--- config.mk ---
export PLATFORM = sky130hd
export DESIGN_NAME = string_to_integer_parser_flat
export DESIGN_NICKNAME = d
export VERILOG_FILES = /design/src/stip_pkg.sv /design/src/stip_if.sv /design/src/stip_step.sv /design/src/string_to_integer_parser.sv /design/src/flat_wrapper.sv
export SDC_FILE = /design/constraint.sdc
export NUM_CORES = 1
export LEC_CHECK = 0
export ABC_CLOCK_PERIOD_IN_PS = 25500
export BUFFER_PORTS_ARGS = -buffer_cell sky130_fd_sc_hd__buf_2
export CORE_MARGIN = 2
export CORE_UTILIZATION = 30
export CTS_CLUSTER_SIZE = 24
export DETAILED_ROUTE_END_ITERATION = 6
export PLACE_DENSITY_LB_ADDON = 0.2
export SLEW_MARGIN = 10
export SYNTH_ARGS = -nofsm -noshare
export SYNTH_HDL_FRONTEND = slang
export SYNTH_SLANG_ARGS = --single-unit
--- constraint.sdc ---
create_clock -name clk_i -period 25.5 [get_ports clk_i]
set_clock_uncertainty 0.05 [all_clocks]
set_input_delay 0 -clock clk_i [delete_from_list [all_inputs] [get_ports clk_i]]
set_output_delay 0 -clock clk_i [all_outputs]
set_load 0.05 [all_outputs]
--- src/stip_pkg.sv ---
// ----------------------------------------------------------------------------
// String-to-integer parser package
// Shared types, constants and character helpers.
// ----------------------------------------------------------------------------
`default_nettype none

package stip_pkg;

  localparam int unsigned CHAR_W            = 8;
  localparam int unsigned RADIX_W           = 6;
  localparam int unsigned VALUE_BITS_DEF    = 32;
  localparam int unsigned POSITION_BITS_DEF = 12;

  localparam logic [RADIX_W-1:0] RADIX_RESET  = 6'd10;
  localparam logic [RADIX_W-1:0] RADIX_MIN    = 6'd2;
  localparam logic [RADIX_W-1:0] RADIX_MAX    = 6'd36;
  localparam logic [RADIX_W-1:0] BASE_AUTO    = 6'd0;
  localparam logic [RADIX_W-1:0] BASE_INVALID = 6'd1;
  localparam logic [RADIX_W-1:0] BASE_OCT     = 6'd8;
  localparam logic [RADIX_W-1:0] BASE_DEC     = 6'd10;
  localparam logic [RADIX_W-1:0] BASE_HEX     = 6'd16;
  localparam logic [RADIX_W-1:0] DIGIT_NONE   = 6'd36;

  localparam logic [CHAR_W-1:0] CH_SPACE = 8'h20;
  localparam logic [CHAR_W-1:0] CH_TAB   = 8'h09;
  localparam logic [CHAR_W-1:0] CH_CR    = 8'h0D;
  localparam logic [CHAR_W-1:0] CH_PLUS  = 8'h2B;
  localparam logic [CHAR_W-1:0] CH_MINUS = 8'h2D;
  localparam logic [CHAR_W-1:0] CH_ZERO  = 8'h30;
  localparam logic [CHAR_W-1:0] CH_NINE  = 8'h39;
  localparam logic [CHAR_W-1:0] CH_UA    = 8'h41;
  localparam logic [CHAR_W-1:0] CH_UX    = 8'h58;
  localparam logic [CHAR_W-1:0] CH_UZ    = 8'h5A;
  localparam logic [CHAR_W-1:0] CH_LA    = 8'h61;
  localparam logic [CHAR_W-1:0] CH_LX    = 8'h78;
  localparam logic [CHAR_W-1:0] CH_LZ    = 8'h7A;
  localparam logic [CHAR_W-1:0] ALPHA_OFS = 8'd10;

  typedef enum logic [2:0] {
    PH_IDLE,
    PH_LEAD,
    PH_SIGNED,
    PH_ZERO,
    PH_HEX,
    PH_DIGITS
  } phase_e;

  typedef struct packed {
    phase_e             phase;
    logic               negative;
    logic [RADIX_W-1:0] base;
    logic               overflow;
    logic               digit_seen;
  } ctrl_t;

  function automatic logic is_space(input logic [CHAR_W-1:0] c);
    return (c == CH_SPACE) || ((c >= CH_TAB) && (c <= CH_CR));
  endfunction

  function automatic logic [RADIX_W-1:0] digit_of(input logic [CHAR_W-1:0] c);
    logic [CHAR_W-1:0] v;
    v = CHAR_W'(DIGIT_NONE);
    if ((c >= CH_ZERO) && (c <= CH_NINE)) begin
      v = c - CH_ZERO;
    end else if ((c >= CH_UA) && (c <= CH_UZ)) begin
      v = c - CH_UA + ALPHA_OFS;
    end else if ((c >= CH_LA) && (c <= CH_LZ)) begin
      v = c - CH_LA + ALPHA_OFS;
    end
    return v[RADIX_W-1:0];
  endfunction

endpackage : stip_pkg

`default_nettype wire

--- src/stip_if.sv ---
// ----------------------------------------------------------------------------
// String-to-integer parser channels
// Valid/ready channels for characters, results and the radix register.
// ----------------------------------------------------------------------------
`default_nettype none

interface stip_in_if;
  import stip_pkg::*;
  logic              valid;
  logic              ready;
  logic [CHAR_W-1:0] character;
  logic              start_of_string;

  modport source (output valid, character, start_of_string, input ready);
  modport sink   (input valid, character, start_of_string, output ready);
endinterface : stip_in_if

interface stip_out_if #(
  parameter int unsigned VALUE_BITS    = stip_pkg::VALUE_BITS_DEF,
  parameter int unsigned POSITION_BITS = stip_pkg::POSITION_BITS_DEF
);
  logic                           valid;
  logic                           ready;
  logic signed [VALUE_BITS-1:0]   parsed_value;
  logic        [POSITION_BITS-1:0] end_offset;
  logic                           overflowed;
  logic                           had_digits;

  modport source (output valid, parsed_value, end_offset, overflowed, had_digits,
                  input ready);
  modport sink   (input valid, parsed_value, end_offset, overflowed, had_digits,
                  output ready);
endinterface : stip_out_if

interface stip_cfg_if;
  import stip_pkg::*;
  logic               valid;
  logic               ready;
  logic [RADIX_W-1:0] radix;

  modport source (output valid, radix, input ready);
  modport sink   (input valid, radix, output ready);
endinterface : stip_cfg_if

`default_nettype wire

--- src/stip_step.sv ---
// ----------------------------------------------------------------------------
// String-to-integer parser step
// Next-state and result logic for one character.
// ----------------------------------------------------------------------------
`default_nettype none

module stip_step #(
  parameter int unsigned VALUE_BITS    = stip_pkg::VALUE_BITS_DEF,
  parameter int unsigned POSITION_BITS = stip_pkg::POSITION_BITS_DEF
) (
  input  logic [stip_pkg::CHAR_W-1:0]  char_i,
  input  logic                         start_i,
  input  logic [stip_pkg::RADIX_W-1:0] radix_i,
  input  stip_pkg::ctrl_t              ctrl_i,
  input  logic [VALUE_BITS-1:0]        acc_i,
  input  logic [POSITION_BITS-1:0]     pos_i,
  output stip_pkg::ctrl_t              ctrl_o,
  output logic [VALUE_BITS-1:0]        acc_o,
  output logic [POSITION_BITS-1:0]     pos_o,
  output logic                         emit_o,
  output logic signed [VALUE_BITS-1:0] value_o,
  output logic [POSITION_BITS-1:0]     offset_o,
  output logic                         overflowed_o,
  output logic                         had_digits_o
);
  import stip_pkg::*;

  localparam int unsigned PW = VALUE_BITS + RADIX_W;
  localparam logic [VALUE_BITS-1:0]    HALF    = VALUE_BITS'(1) << (VALUE_BITS - 1);
  localparam logic [POSITION_BITS-1:0] POS_MAX = '1;

  function automatic logic [POSITION_BITS-1:0] pos_add(input logic [POSITION_BITS-1:0] p,
                                                        input logic [1:0] k);
    logic [POSITION_BITS:0] s;
    s = {1'b0, p} + (POSITION_BITS+1)'(k);
    return (s > {1'b0, POS_MAX}) ? POS_MAX : s[POSITION_BITS-1:0];
  endfunction

  ctrl_t                  st;
  logic [VALUE_BITS-1:0]  acc;
  logic [POSITION_BITS-1:0] pos;
  logic                   busy;
  logic                   dig_step;
  logic                   from_hex;
  logic [RADIX_W-1:0]     d;
  logic                   d_ok;
  logic [PW-1:0]          prod;
  logic [PW-1:0]          lim;
  logic                   emit;

  always_comb begin
    st       = ctrl_i;
    acc      = acc_i;
    pos      = pos_i;
    busy     = 1'b1;
    dig_step = 1'b0;
    from_hex = 1'b0;
    emit     = 1'b0;
    d        = digit_of(char_i);
    d_ok     = 1'b0;
    prod     = '0;
    lim      = '0;

    if (start_i) begin
      st.phase      = PH_LEAD;
      st.negative   = 1'b0;
      st.overflow   = 1'b0;
      st.digit_seen = 1'b0;
      acc           = '0;
      pos           = '0;
      if ((radix_i == BASE_AUTO) || ((radix_i >= RADIX_MIN) && (radix_i <= RADIX_MAX))) begin
        st.base = radix_i;
      end else begin
        st.base = BASE_INVALID;
      end
    end else if (ctrl_i.phase == PH_IDLE) begin
      busy = 1'b0;
    end

    if (busy && (st.phase == PH_LEAD)) begin
      if (is_space(char_i)) begin
        pos  = pos_add(pos, 2'd1);
        busy = 1'b0;
      end else if ((char_i == CH_MINUS) || (char_i == CH_PLUS)) begin
        st.negative = (char_i == CH_MINUS);
        st.phase    = PH_SIGNED;
        pos         = pos_add(pos, 2'd1);
        busy        = 1'b0;
      end else begin
        st.phase = PH_SIGNED;
      end
    end

    if (busy && (st.phase == PH_SIGNED)) begin
      if ((char_i == CH_ZERO) && ((st.base == BASE_AUTO) || (st.base == BASE_HEX))) begin
        st.digit_seen = 1'b1;
        st.phase      = PH_ZERO;
        pos           = pos_add(pos, 2'd1);
        busy          = 1'b0;
      end else begin
        if (st.base == BASE_AUTO) begin
          st.base = BASE_DEC;
        end
        st.phase = PH_DIGITS;
      end
    end else if (busy && (st.phase == PH_ZERO)) begin
      if ((char_i == CH_LX) || (char_i == CH_UX)) begin
        st.base  = BASE_HEX;
        st.phase = PH_HEX;
        busy     = 1'b0;
      end else begin
        if (st.base == BASE_AUTO) begin
          st.base = BASE_OCT;
        end
        st.phase = PH_DIGITS;
      end
    end else if (busy && (st.phase == PH_HEX)) begin
      from_hex = 1'b1;
    end

    dig_step = busy;

    if (dig_step) begin
      d_ok = (st.base >= RADIX_MIN) && (d < st.base);
      if (!d_ok) begin
        emit     = 1'b1;
        st.phase = PH_IDLE;
      end else begin
        prod = PW'(acc) * PW'(st.base) + PW'(d);
        lim  = PW'(st.negative ? HALF : HALF - VALUE_BITS'(1));
        if (st.overflow || (prod > lim)) begin
          st.overflow = 1'b1;
        end else begin
          acc = prod[VALUE_BITS-1:0];
        end
        st.digit_seen = 1'b1;
        st.phase      = PH_DIGITS;
        pos           = pos_add(pos, from_hex ? 2'd2 : 2'd1);
      end
    end
  end

  assign ctrl_o = st;
  assign acc_o  = acc;
  assign pos_o  = pos;
  assign emit_o = emit;

  always_comb begin
    if (st.overflow) begin
      value_o = st.negative ? HALF : HALF - VALUE_BITS'(1);
    end else if (st.negative) begin
      value_o = VALUE_BITS'(0) - acc;
    end else begin
      value_o = acc;
    end
  end

  assign offset_o     = st.digit_seen ? pos : '0;
  assign overflowed_o = st.overflow;
  assign had_digits_o = st.digit_seen;

endmodule : stip_step

`default_nettype wire

--- src/string_to_integer_parser.sv ---
// ----------------------------------------------------------------------------
// String-to-integer parser
// Signed integer parse of a byte stream with a selectable radix.
// ----------------------------------------------------------------------------
// Usage:
//   in_i  carries one character per item; start_of_string marks the first
//         byte of a new string and restarts any parse in progress.
//   out_o carries one result per string, on the first byte not accepted
//         as part of the number (NUL included).
//   cfg_i writes the radix (0 = automatic, 2..36); it is always ready and
//         is latched by the parse when a string starts.
// Timing:
//   A character is registered in the input register on acceptance and
//   processed once the result register is free; its result is registered
//   in the result register and shown on out_o from there.
//   One character per cycle is sustained while out_o is not stalled; the
//   parse state loop (compare, multiply by the radix, add) is combinational.
// Reset:
//   Radix returns to 10, the parser is idle and no result is pending.
// Stall:
//   The result register holds while out_o.ready is low; one more
//   character is taken into the input register, then in_i.ready drops.
// ----------------------------------------------------------------------------
`default_nettype none

module string_to_integer_parser #(
  parameter int unsigned VALUE_BITS    = stip_pkg::VALUE_BITS_DEF,
  parameter int unsigned POSITION_BITS = stip_pkg::POSITION_BITS_DEF
) (
  input  logic         clk_i,
  input  logic         rst_ni,
  stip_in_if.sink      in_i,
  stip_out_if.source   out_o,
  stip_cfg_if.sink     cfg_i
);
  import stip_pkg::*;

  localparam logic [VALUE_BITS-1:0] HALF = VALUE_BITS'(1) << (VALUE_BITS - 1);

  logic [RADIX_W-1:0]       radix_q;
  logic                     in_valid_q;
  logic [CHAR_W-1:0]        char_q;
  logic                     start_q;
  ctrl_t                    ctrl_q, ctrl_d;
  logic [VALUE_BITS-1:0]    acc_q, acc_d;
  logic [POSITION_BITS-1:0] pos_q, pos_d;
  logic                     res_valid_q;
  logic signed [VALUE_BITS-1:0] value_q, value_d;
  logic [POSITION_BITS-1:0] offset_q, offset_d;
  logic                     ovf_q, ovf_d;
  logic                     had_q, had_d;
  logic                     emit;
  logic                     res_free;
  logic                     step_fire;

  assign res_free  = !res_valid_q || out_o.ready;
  assign step_fire = in_valid_q && res_free;
  assign in_i.ready  = !in_valid_q || res_free;
  assign cfg_i.ready = 1'b1;

  stip_step #(
    .VALUE_BITS    (VALUE_BITS),
    .POSITION_BITS (POSITION_BITS)
  ) u_step (
    .char_i       (char_q),
    .start_i      (start_q),
    .radix_i      (radix_q),
    .ctrl_i       (ctrl_q),
    .acc_i        (acc_q),
    .pos_i        (pos_q),
    .ctrl_o       (ctrl_d),
    .acc_o        (acc_d),
    .pos_o        (pos_d),
    .emit_o       (emit),
    .value_o      (value_d),
    .offset_o     (offset_d),
    .overflowed_o (ovf_d),
    .had_digits_o (had_d)
  );

  always_ff @(posedge clk_i or negedge rst_ni) begin
    if (!rst_ni) begin
      radix_q <= RADIX_RESET;
    end else if (cfg_i.valid) begin
      radix_q <= cfg_i.radix;
    end
  end

  always_ff @(posedge clk_i or negedge rst_ni) begin
    if (!rst_ni) begin
      in_valid_q <= 1'b0;
    end else if (in_i.ready) begin
      in_valid_q <= in_i.valid;
    end
  end

  always_ff @(posedge clk_i) begin
    if (in_i.valid && in_i.ready) begin
      char_q  <= in_i.character;
      start_q <= in_i.start_of_string;
    end
  end

  always_ff @(posedge clk_i or negedge rst_ni) begin
    if (!rst_ni) begin
      ctrl_q <= '{phase: PH_IDLE, negative: 1'b0, base: '0, overflow: 1'b0,
                  digit_seen: 1'b0};
      acc_q  <= '0;
      pos_q  <= '0;
    end else if (step_fire) begin
      ctrl_q <= ctrl_d;
      acc_q  <= acc_d;
      pos_q  <= pos_d;
    end
  end

  always_ff @(posedge clk_i or negedge rst_ni) begin
    if (!rst_ni) begin
      res_valid_q <= 1'b0;
    end else if (step_fire && emit) begin
      res_valid_q <= 1'b1;
    end else if (out_o.ready) begin
      res_valid_q <= 1'b0;
    end
  end

  always_ff @(posedge clk_i) begin
    if (step_fire && emit) begin
      value_q  <= value_d;
      offset_q <= offset_d;
      ovf_q    <= ovf_d;
      had_q    <= had_d;
    end
  end

  assign out_o.valid        = res_valid_q;
  assign out_o.parsed_value = value_q;
  assign out_o.end_offset   = offset_q;
  assign out_o.overflowed   = ovf_q;
  assign out_o.had_digits   = had_q;

  assert property (@(posedge clk_i) disable iff (!rst_ni)
    res_valid_q && !$past(res_valid_q) |-> $past(step_fire))
    else $error("result raised without a processed item");

  assert property (@(posedge clk_i) disable iff (!rst_ni)
    acc_q <= HALF)
    else $error("accumulator beyond signed limit");

  assert property (@(posedge clk_i) disable iff (!rst_ni)
    out_o.valid && !out_o.had_digits |->
      (out_o.end_offset == '0) && (out_o.parsed_value == '0) && !out_o.overflowed)
    else $error("digitless result not zero");

  assert property (@(posedge clk_i) disable iff (!rst_ni)
    out_o.valid && !out_o.ready |=> out_o.valid)
    else $error("pending result dropped");

endmodule : string_to_integer_parser

`default_nettype wire
--- src/flat_wrapper.sv ---
// flat-port wrapper written by rule: the top's interface ports become plain ports
module string_to_integer_parser_flat import stip_pkg::*;
#(
  parameter int unsigned VALUE_BITS    = stip_pkg::VALUE_BITS_DEF,
  parameter int unsigned POSITION_BITS = stip_pkg::POSITION_BITS_DEF
)
  (clk_i, rst_ni, in_i_valid, in_i_character, in_i_start_of_string, in_i_ready, out_o_valid, out_o_parsed_value, out_o_end_offset, out_o_overflowed, out_o_had_digits, out_o_ready, cfg_i_valid, cfg_i_radix, cfg_i_ready);
  stip_in_if in_i_i ();
  stip_out_if #(.VALUE_BITS(VALUE_BITS), .POSITION_BITS(POSITION_BITS)) out_o_i ();
  stip_cfg_if cfg_i_i ();
  input  logic clk_i;
  input  logic rst_ni;
  input wire logic [$bits(in_i_i.valid)-1:0] in_i_valid;
  input wire logic [$bits(in_i_i.character)-1:0] in_i_character;
  input wire logic [$bits(in_i_i.start_of_string)-1:0] in_i_start_of_string;
  output wire logic [$bits(in_i_i.ready)-1:0] in_i_ready;
  output wire logic [$bits(out_o_i.valid)-1:0] out_o_valid;
  output wire logic [$bits(out_o_i.parsed_value)-1:0] out_o_parsed_value;
  output wire logic [$bits(out_o_i.end_offset)-1:0] out_o_end_offset;
  output wire logic [$bits(out_o_i.overflowed)-1:0] out_o_overflowed;
  output wire logic [$bits(out_o_i.had_digits)-1:0] out_o_had_digits;
  input wire logic [$bits(out_o_i.ready)-1:0] out_o_ready;
  input wire logic [$bits(cfg_i_i.valid)-1:0] cfg_i_valid;
  input wire logic [$bits(cfg_i_i.radix)-1:0] cfg_i_radix;
  output wire logic [$bits(cfg_i_i.ready)-1:0] cfg_i_ready;
  assign in_i_i.valid = in_i_valid;
  assign in_i_i.character = in_i_character;
  assign in_i_i.start_of_string = in_i_start_of_string;
  assign in_i_ready = in_i_i.ready;
  assign out_o_valid = out_o_i.valid;
  assign out_o_parsed_value = out_o_i.parsed_value;
  assign out_o_end_offset = out_o_i.end_offset;
  assign out_o_overflowed = out_o_i.overflowed;
  assign out_o_had_digits = out_o_i.had_digits;
  assign out_o_i.ready = out_o_ready;
  assign cfg_i_i.valid = cfg_i_valid;
  assign cfg_i_i.radix = cfg_i_radix;
  assign cfg_i_ready = cfg_i_i.ready;
  string_to_integer_parser #(.VALUE_BITS(VALUE_BITS), .POSITION_BITS(POSITION_BITS)) u_core (.clk_i(clk_i), .rst_ni(rst_ni), .in_i(in_i_i), .out_o(out_o_i), .cfg_i(cfg_i_i));
endmodule
# After elaboration in Yosys (flattened, before gate mapping)
# Index checks and enable logic that the tools add are counted.
[op_classes]
add_sub_neg = 10
multipliers = 1
n_lt_le_gt_ge = 16
n_eq_ne = 11
n_mux = 61
reduce_logical = 28
[ops]
columns = ["operator", "n"]
rows = [
  ["$mux 32", 8],
  ["$mux 12", 12],
  ["$mux 6", 10],
  ["$gt 13x12->1 const B", 3],
  ["$add 38x6->38", 1],
  ["$gt 38x32->1", 1],
  ["$mul 32x6->38", 1],
  ["$eq 8x6->1 const B", 4],
  ["$sub 1x32->32 const A", 1],
  ["$add 12x1->13 const B", 2],
  ["$mux 1", 21],
  ["$eq 8x7->1 const B", 2],
  ["$ge 8x7->1 const B", 2],
  ["$le 8x7->1 const B", 2],
  ["$mux 3", 5],
  ["$logic_and 1x1->1", 14],
  ["$add 12x2->13", 1],
  ["$add 6x4->6 const B", 2],
  ["$ge 6x2->1 const B", 2],
  ["$logic_not 6->1", 2],
  ["$sub 6x6->6 const B", 2],
  ["$ge 8x4->1 const B", 1],
  ["$ge 8x6->1 const B", 1],
  ["$le 8x4->1 const B", 1],
  ["14 further kinds", 26],
]
[totals]
register_bits = 119
in_bits = 20
output_inout_bits = 49
word_cells = 143

# Logic depth before layout (Yosys ltp)
# Gate-level depths: netlist of the first run.
[logic_depth]
ltp_word = 22
ltp_mapped = 52
ltp_nobuf = 48

# Modules after synthesis
# A second synthesis of the first run with hierarchy kept.
[hier_totals]
hier_cells = 1957
area_unflattened_um2 = 16938.7
[by_module_without_submodules]
columns = ["mod", "n_inst", "cells_per_inst", "area_per_inst_um2", "seq_area_each_um2"]
rows = [
  ["stip_step", 1, 1758, 12668.4, 0.0],
  ["string_to_integer_parser", 1, 199, 4270.3, 3255.6],
]

# Worst setup path before layout of the first run
# Ideal clock, no wire load.
[synth_path]
path_type = "reg-to-reg"
startpoint = "register u_core.char_q[0]"
endpoint = "register u_core.value_q[28], in the netlist u_core.out_o.parsed_value[28], data pin"
setup_time_ps = 264
t_arrival_ps = 10595
t_required_ps = 25186
path_slack_ps = 14592
path_stages_with_launch = 47
n_path_buf = 3
synth_period_minus_slack_ps = 10908
path_cell_list = "edfxtp_1 > inv_1 > ha_1 > nand3b_1 > a32o_1 > a211oi_1 > nor2_1 > nor2_1 > a21oi_1 > o21a_1 > clkbuf_1 > inv_1 > clkbuf_1 > nor2_1 > fa_1 > inv_1 > fa_1 > inv_1 > [11 not listed] > and3_1 > a22o_1 > o21ai_0 > nand4_1 > a221oi_1 > nand2_1 > or4_4 > nor2_4 > buf_2 > nor2_1 > a21oi_1 > ha_1 > nand2_1 > nor2_1 > nand2b_1 > o41ai_1 > a31oi_1 > xor2_1"
[synth_via]
elab_chain_len = 19
word_cells_on_any_way = 66
cone_classes = "add/sub (7); mul (1); order compare (11); eq/ne (8); mux (27); reduce/logical (12)"
[synth_rtl]
columns = ["item", "line_no", "source"]
rows = [
  ["from (decl)", "string_to_integer_parser.sv:42", "logic [CHAR_W-1:0] char_q;"],
  ["from (signal assigned)", "string_to_integer_parser.sv:99", "char_q <= in_i.character;"],
  ["$ge 8x4->1 or $le 8x4->1 (tied branches)", "stip_pkg.sv:57", "return (c == CH_SPACE) || ((c >= CH_TAB) && (c <= CH_CR));"],
  ["$logic_and 1x1->1", "stip_pkg.sv:57", ""],
  ["$logic_or 1x1->1", "stip_pkg.sv:57", ""],
  ["$mux 4", "stip_step.sv:81", "if (is_space(char_i)) begin"],
  ["$mux 4", "stip_step.sv:80", "if (busy && (st.phase == PH_LEAD)) begin"],
  ["$eq 3x2->1", "stip_step.sv:106", "end else if (busy && (st.phase == PH_ZERO)) begin"],
  ["$logic_and 1x1->1", "stip_step.sv:106", ""],
  ["$mux 6", "stip_step.sv:106", ""],
  ["[4 not listed]", "n/a", ""],
  ["$logic_or 1x1->1", "stip_step.sv:131", "if (st.overflow || (prod > lim)) begin"],
  ["$mux 32", "stip_step.sv:131", ""],
  ["$mux 32", "stip_step.sv:125", "if (!d_ok) begin"],
  ["$mux 32", "stip_step.sv:123", "if (dig_step) begin"],
  ["$sub 1x32->32", "stip_step.sv:152", "value_o = VALUE_BITS'(0) - acc;"],
  ["$mux 32", "stip_step.sv:151", "end else if (st.negative) begin"],
  ["$mux 32 *", "stip_step.sv:149", "if (st.overflow) begin"],
  ["net u_core.u_step.value_o[28]", "stip_step.sv:21", "output logic signed [VALUE_BITS-1:0] value_o,"],
  ["to (signal assigned)", "string_to_integer_parser.sv:129", "value_q <= value_d;"],
  ["to (decl)", "string_to_integer_parser.sv:48", "logic signed [VALUE_BITS-1:0] value_q, value_d;"],
]
# Mark *: on every way through the listed nets, which the timed path passes. The rest lies on a longest branch.
# A chain may end at the register's enable or synchronous reset.

# Worst setup path in the final report of the first run
[layout_path]
startpoint = "register u_core.char_q[0]"
endpoint = "register u_core.value_q[30], in the netlist u_core.out_o.parsed_value[30], data pin"
# The elaborated chain is that of the path after synthesis.

==> results of run 1 <==
-- power by group --
part / switching, mW / internal [mW] / total [mW]
registers: 0.0392 / 0.264 / 0.303
clock network: 0.104 / 0.148 / 0.252
logic: 0.455 / 0.167 / 0.622
total: 0.598 / 0.580 / 1.18
-- logic make-up (layout without fill, tap and decap cells) --
| kind of cell | Yosys count | count (layout) | synth area share |
|---|---|---|---|
| muxes | 38 | 38 | 0.0255 |
| and+or+nand+nor | 740 | 740 | 0.223 |
| other | 1 | 1 | 0.000234 |
| AOI/OAI and AO/OA | 486 | 486 | 0.203 |
| adders and majority gates | 260 | 260 | 0.261 |
| DFF | 119 | 119 | 0.203 |
| xor gates and xnor gates | 56 | 56 | 0.0306 |
| buffers and inverters | 205 | 257 | 0.0533 |
-- worst paths after layout --
| kind | start | end | slack (ns) | depth (start not counted) |
|---|---|---|---|---|
| worst min-delay path | rst_ni | u_core.radix_q[2]$_DFFE_PN0P_ | 0.18 | 2 |
| min in group clk_i | in_i_character[7] | u_core.char_q[7]$_DFFE_PP_ | 0.20 | 2 |
| worst max-delay path | u_core.char_q[0]$_DFFE_PP_ | u_core.out_o.parsed_value[30]$_DFFE_PP_ | 12.01 | 39 |
| worst max register to register | u_core.char_q[0]$_DFFE_PP_ | u_core.out_o.parsed_value[30]$_DFFE_PP_ | 12.01 | 39 |
| worst min register to register | u_core.ctrl_q[8]$_DFFE_PN0P_ | u_core.ctrl_q[8]$_DFFE_PN0P_ | 0.43 | 2 |
| max in group asynchronous | rst_ni | u_core.acc_q[8]$_DFFE_PN0P_ | 24.53 | 2 |
-- layout by cell type, fill, tap and decap left out, types with 56 or more instances in the layout --
cell	instances
a21oi_1	105
nand3_1	56
ha_1	135
nand2_1	207
inv_1	110
dfrtp_1	62
fa_1	125
o21ai_0	116
buf_2	66
nor2_1	242
-- Yosys cell counts, types with 8 or more instances --
library cell  number
o31ai_1           11
mux2i_1           21
a211oi_1          17
o211ai_1          16
o21ai_0          118
a21oi_1          106
o21a_1            17
nand3_1           56
inv_1            110
buf_2             25
fa_1             125
and2_1            13
nand2_1          208
nor2b_1           35
xor2_1            23
or3_1              9
a21o_1            30
and3_1            21
a22oi_1            9
nand3b_1          10
mux2_2            15
nand4_1           18
dfrtp_1           62
or2_2             12
a31oi_1           31
nor3_1            33
nand2b_1          21
ha_1             135
nor2_1           242
buf_1              8
edfxtp_1          55
a22o_1            15
nor4_1            11
xnor2_1           33
clkbuf_1          50
-- area by class of cell --
class	count	area, um2	share of cell area
Clock buffer	23	500	0.0281
Clock inverter	9	87.6	0.00491
Inverter	113	424	0.0238
Multi-Input combinational cell	1581	12000	0.671
Sequential cell	119	3260	0.183
Tap cell	688	861	0.0483
Timing Repair Buffer	112	738	0.0414
-- sequential cells by signal (all words and copies together), names as in the netlist --
name	count
u_core.radix_q	6
u_core.in_valid_q	1
u_core.ctrl_q	12
u_core.start_q	1
u_core.char_q	8
u_core.pos_q	12
u_core.out_o.parsed_value	32
u_core.out_o.valid	1
u_core.out_o.overflowed	1
u_core.out_o.had_digits	1
u_core.out_o.end_offset	12
u_core.acc_q	32
-- critical path, delay by kind of cell (launching register included) --
kind	cells	cell delay, ns
buffers and inverters	3	1.12
DFF	1	0.49
AOI/OAI and AO/OA	15	5.81
xor gates and xnor gates	1	0.18
adders and majority gates	8	3.13
and+or+nand+nor	12	2.43
-- per-layer routing --
| metal | global-route usage | vias up | wire (um) |
|---|---|---|---|
| met4 | 0.0602 | 0 | 1200 |
| met1 | 0.273 | 7288 | 25600 |
| li1 | - | 6884 | - |
| met5 | 0 | - | 0 |
| met3 | 0.0337 | 65 | 2840 |
| met2 | 0.339 | 435 | 26300 |
==> impl_metrics.toml, run 1 <==
[flow_run]
drv_cap = 0

[placed_design]
dp_hpwl_um = 42300
routabilityCongestion = 0.934
dp_cells = 2588
pre_cts_ws_ns = 12.21
numPortBuffers = 67
placed_area_mm2 = 0.0170

[critical_path]
crit_path_max_incr_delay_ns = 0.88
path_class = "register to register"
crit_arrival_ns = 13.67
critPathCaptureType = "register"
crit_fanout = 24
critPathLaunchType = "register"
required_ns = 25.68
cp_slowest_cell = "o311ai_0"
path_common_cell = "ha_1"

[cts]
tritoncts = "done"
ctsRootBufferMaster = "clkbuf_16"
cts_buffers = 17
clk_pin_slew_worst_paths_ns = 0.07
cts_setup_buffers = 0
cts_max_path_buffers = 2
cts.sinks = 119
clk_latency_ns = 0.48
cts_resized = 0
h-tree-depth = 4
ctsHoldBuffers = 25

[layout]
fin_cells = 2645
drive_gt1_frac = 0.0966
fillers = 5568
final_util = 0.338
fin_area_mm2 = 0.0178
antennaDiodeCount = 0
fin_nets = 2224
area_growth_pct = 11.1

[drt]
wl_per_cell_um = 21.2
dr.pass1.iters = 5
ant_nets = 0
vias_per_cell = 5.55
drc = 0
vias = 14700
wirelength_um = 56000
drtIter0Drc = 1263

[floorplanning]
die_y_um = 235
core_area_mm2 = 0.0528
rows = 84
die_w_um = 235
dieArea_mm2 = 0.0553
io_pins = 69
initial_utilization = 0.304

[timing]
worst_slack_ns = 12.01
maxSlewViolCount = 0
tightest_slew_ns = 1.35
setup_tns_ns = 0
finalCritPeriodShare = 0.529
setup_violations = 0
timing_hold_violations_final = 0
period_minus_slack_ns = 13.49
slew_headroom = 0.0958
rsz0062_at_grt = "no"
clock.fmax_mhz = 74.1
fin_hold_ws_ns = 0.181

[synthesis]
yosysTopAreaCellShare = 0.156
synth_area_mm2 = 0.0160
synth_cells = 1905
synthTopCellsByArea = "fa_1 16%, ha_1 11%, edfxtp_1 10%"
synthFlopType = "dfrtp_1"
syn_avg_cell_area_um2 = 8.42
async_flop_share = 0.538
yosysWarnings = 0
synth_top_area_cell = "fa_1"
synth.net_count = 2185
synth-seq-cells = 119
synth_edf_count = 55
seq_area_frac_synth = 0.203
post_synth_num_cell_types = 109

[outcome]
run_status = "complete, no violations"

[grt]
grt_pass1_vias = 14800
grt_usage = 0.204
grt_pass1_wl_um = 88000
antenna_found_initial = 0
gr-total-overflow = 0
grt_max_degree = 67

[power]
leakage_nw = 8.29
power_density_mw_per_mm2 = 66.1
p_total_mw = 1.18
peakVddDrop_v = 0.0000714

[hold_path]
hp-class = "input port to asynchronous set/reset pin"
(Power assumes the default switching activity.)
==> run 2: changes to the inputs <==
Settings changed: ABC_CLOCK_PERIOD_IN_PS 25500 to 11070.
Clock period 25.5 ns to 11.07 ns, I/O delays scaled along.
==> impl_metrics.toml, run 2 (same netlist as run 1, synthesis figures left out) <==
[outcome]
run_status = "complete, no violations"

[critical_path]
path_class = "register to register"
crit_path_max_incr_delay_ns = 0.71
reg2regPathDepth = 45
path_common_cell = "inv_1"
critPathLaunchType = "register"
crit_fanout = 8
critPathCaptureType = "register"
r2r_start = "u_core.char_q[7]$_DFFE_PP_"
crit_start = "u_core.char_q[7]$_DFFE_PP_"
crit_path_end = "u_core.out_o.parsed_value[28]$_DFFE_PP_"
cp_slowest_cell = "or4b_2"
reg2reg_slack_ns = 0.52
crit_arrival_ns = 10.69
required_ns = 11.21
reg2reg_to = "u_core.out_o.parsed_value[28]$_DFFE_PP_"

[timing]
tightest_slew_ns = 1.00
maxSlewViolCount = 0
setup_violations = 0
worst_slack_ns = 0.522
timing_hold_violations_final = 0
period_minus_slack_ns = 10.55
finalCritPeriodShare = 0.953
clock.fmax_mhz = 94.8
slew_headroom = 0.333

[power]
leakage_nw = 8.69
power_density_mw_per_mm2 = 150
peakVddDrop_v = 0.000118

[grt]
grt_max_degree = 67
grt_usage = 0.204
grt_pass1_wl_um = 89000
grt_pass1_vias = 15100
antenna_found_initial = 1
met2_usage = 0.337
top_usage_layer = "met2"
grtUsageMet3 = 0.0280
use_met1 = 0.277
gr-total-overflow = 0

[cts]
h-tree-depth = 4
ctsRootBufferMaster = "clkbuf_16"
clk_latency_ns = 0.44
clk_pin_slew_worst_paths_ns = 0.06
tritoncts = "done"
cts_max_path_buffers = 2
cts.sinks = 119
cts_buffers = 17

[layout]
fin_nets = 2292
fin_cells = 2713
drive_gt1_frac = 0.144
final_common_cell = "nor2_1"
final_cell_mix = "241 x nor2_1, 206 x nand2_1, 134 x ha_1"
antennaDiodeCount = 0
area_growth_pct = 15.8

[placed_design]
routabilityCongestion = 0.900
pre_cts_ws_ns = -0.287
dp_hpwl_um = 43400
numPortBuffers = 67
dp_cells = 2641

[drt]
wl_per_cell_um = 20.8
vias = 15000
wirelength_um = 56400
ant_nets = 0
drc = 0
drtIter0Drc = 1183
dr.pass1.iters = 5
vias_per_cell = 5.53

[floorplanning]
die_w_um = 235
dieArea_mm2 = 0.0553
die_y_um = 235
io_pins = 69
core_area_mm2 = 0.0528
initial_utilization = 0.304
rows = 84

[flow_run]
drv_cap = 0

[hold_path]
hp-class = "input port to asynchronous set/reset pin"
[run 2: cell count changes in the layout (fill, tap and decap cells not counted), moves of 3 or more]
cell        previous run  this run
buf_4                 21        84
clkbuf_1               3         0
clkinvlp_4             2         5
xnor2_1               33        29
o311ai_0               4         1
inv_1                110       107
a21oi_1              105       101
a21oi_2                0         4
xnor2_2                0         4
[run 2: report_power, final]
| part | switching, mW | internal (mW) | leakage [nW] | total [mW] |
|---|---|---|---|---|
| Sequential | 0.0959 | 0.608 | 1.39 | 0.704 |
| Combinational | 1.07 | 0.449 | 7.03 | 1.52 |
| Clock | 0.237 | 0.331 | 0.273 | 0.568 |
[run 2: what timing repair did]
action                                  4_1_cts  5_1_grt
resized for setup                             6       46
endpoints found under the hold margin        79        0
endpoints found under the setup margin       13       21
gates cloned                                  0        0
setup buffers                                 0       15
pin swaps                                     0        9
hold buffers                                 25        0
[run 2: cell type report]
type                            count  area, um2
Clock buffer                       17        425
Clock inverter                     15        153
Fill cell                        5503      34200
Inverter                          113        428
Multi-Input combinational cell   1581      12200
Sequential cell                   119       3260
Tap cell                          688        861
Timing Repair Buffer              180       1290
[run 2: stage by stage]
| step | area, um2 | hold WS (ns) | setup TNS [ns] | power, mW | util |
|---|---|---|---|---|---|
| after floorplan | 16000 | -0.346 | 0 | 1.67 | - |
| after CTS | 18200 | 0.195 | 0 | 2.77 | 0.346 |
| after detailed placement | 17400 | 0.131 | -2.30 | 2.17 | 0.330 |
| after global placement | 17400 | 0.127 | 0 | 2.16 | 0.330 |
| final | 18600 | 0.218 | 0 | 2.79 | 0.352 |
| after global routing | 18600 | 0.209 | -0.234 | 2.95 | 0.352 |
[run 2: layer usage]
| layer | part of all wire | wire length, um |
|---|---|---|
| met5 | 0 | 0 |
| met2 | 0.47 | 26500 |
| met4 | 0.025 | 1410 |
| met3 | 0.050 | 2830 |
| met1 | 0.45 | 25700 |
[run 2: worst min path at each step]
stage / cells after the start / end / startpoint / slack (ns)
floorplan: 0 / u_core.acc_q[0]$_DFFE_PN0P_ / rst_ni / -0.35
global placement: 1 / u_core.char_q[6]$_DFFE_PP_ / in_i_character[6] / 0.13
detailed placement: 1 / u_core.char_q[6]$_DFFE_PP_ / in_i_character[6] / 0.13
CTS: 2 / u_core.char_q[6]$_DFFE_PP_ / in_i_character[6] / 0.20
global route: 2 / u_core.char_q[5]$_DFFE_PP_ / in_i_character[5] / 0.21
finish: 2 / u_core.radix_q[2]$_DFFE_PN0P_ / rst_ni / 0.22
[run 2: critical path, delay by kind of cell (launching register included)]
| family | cells | cell delay (ns) |
|---|---|---|
| buffers and inverters | 8 | 0.83 |
| AND/OR/NAND/NOR | 15 | 3.17 |
| flip-flops | 1 | 0.50 |
| AO/OA/AOI/OAI | 13 | 2.37 |
| adder cells (fa/ha/maj) | 7 | 2.89 |
| XOR/XNOR | 2 | 0.47 |
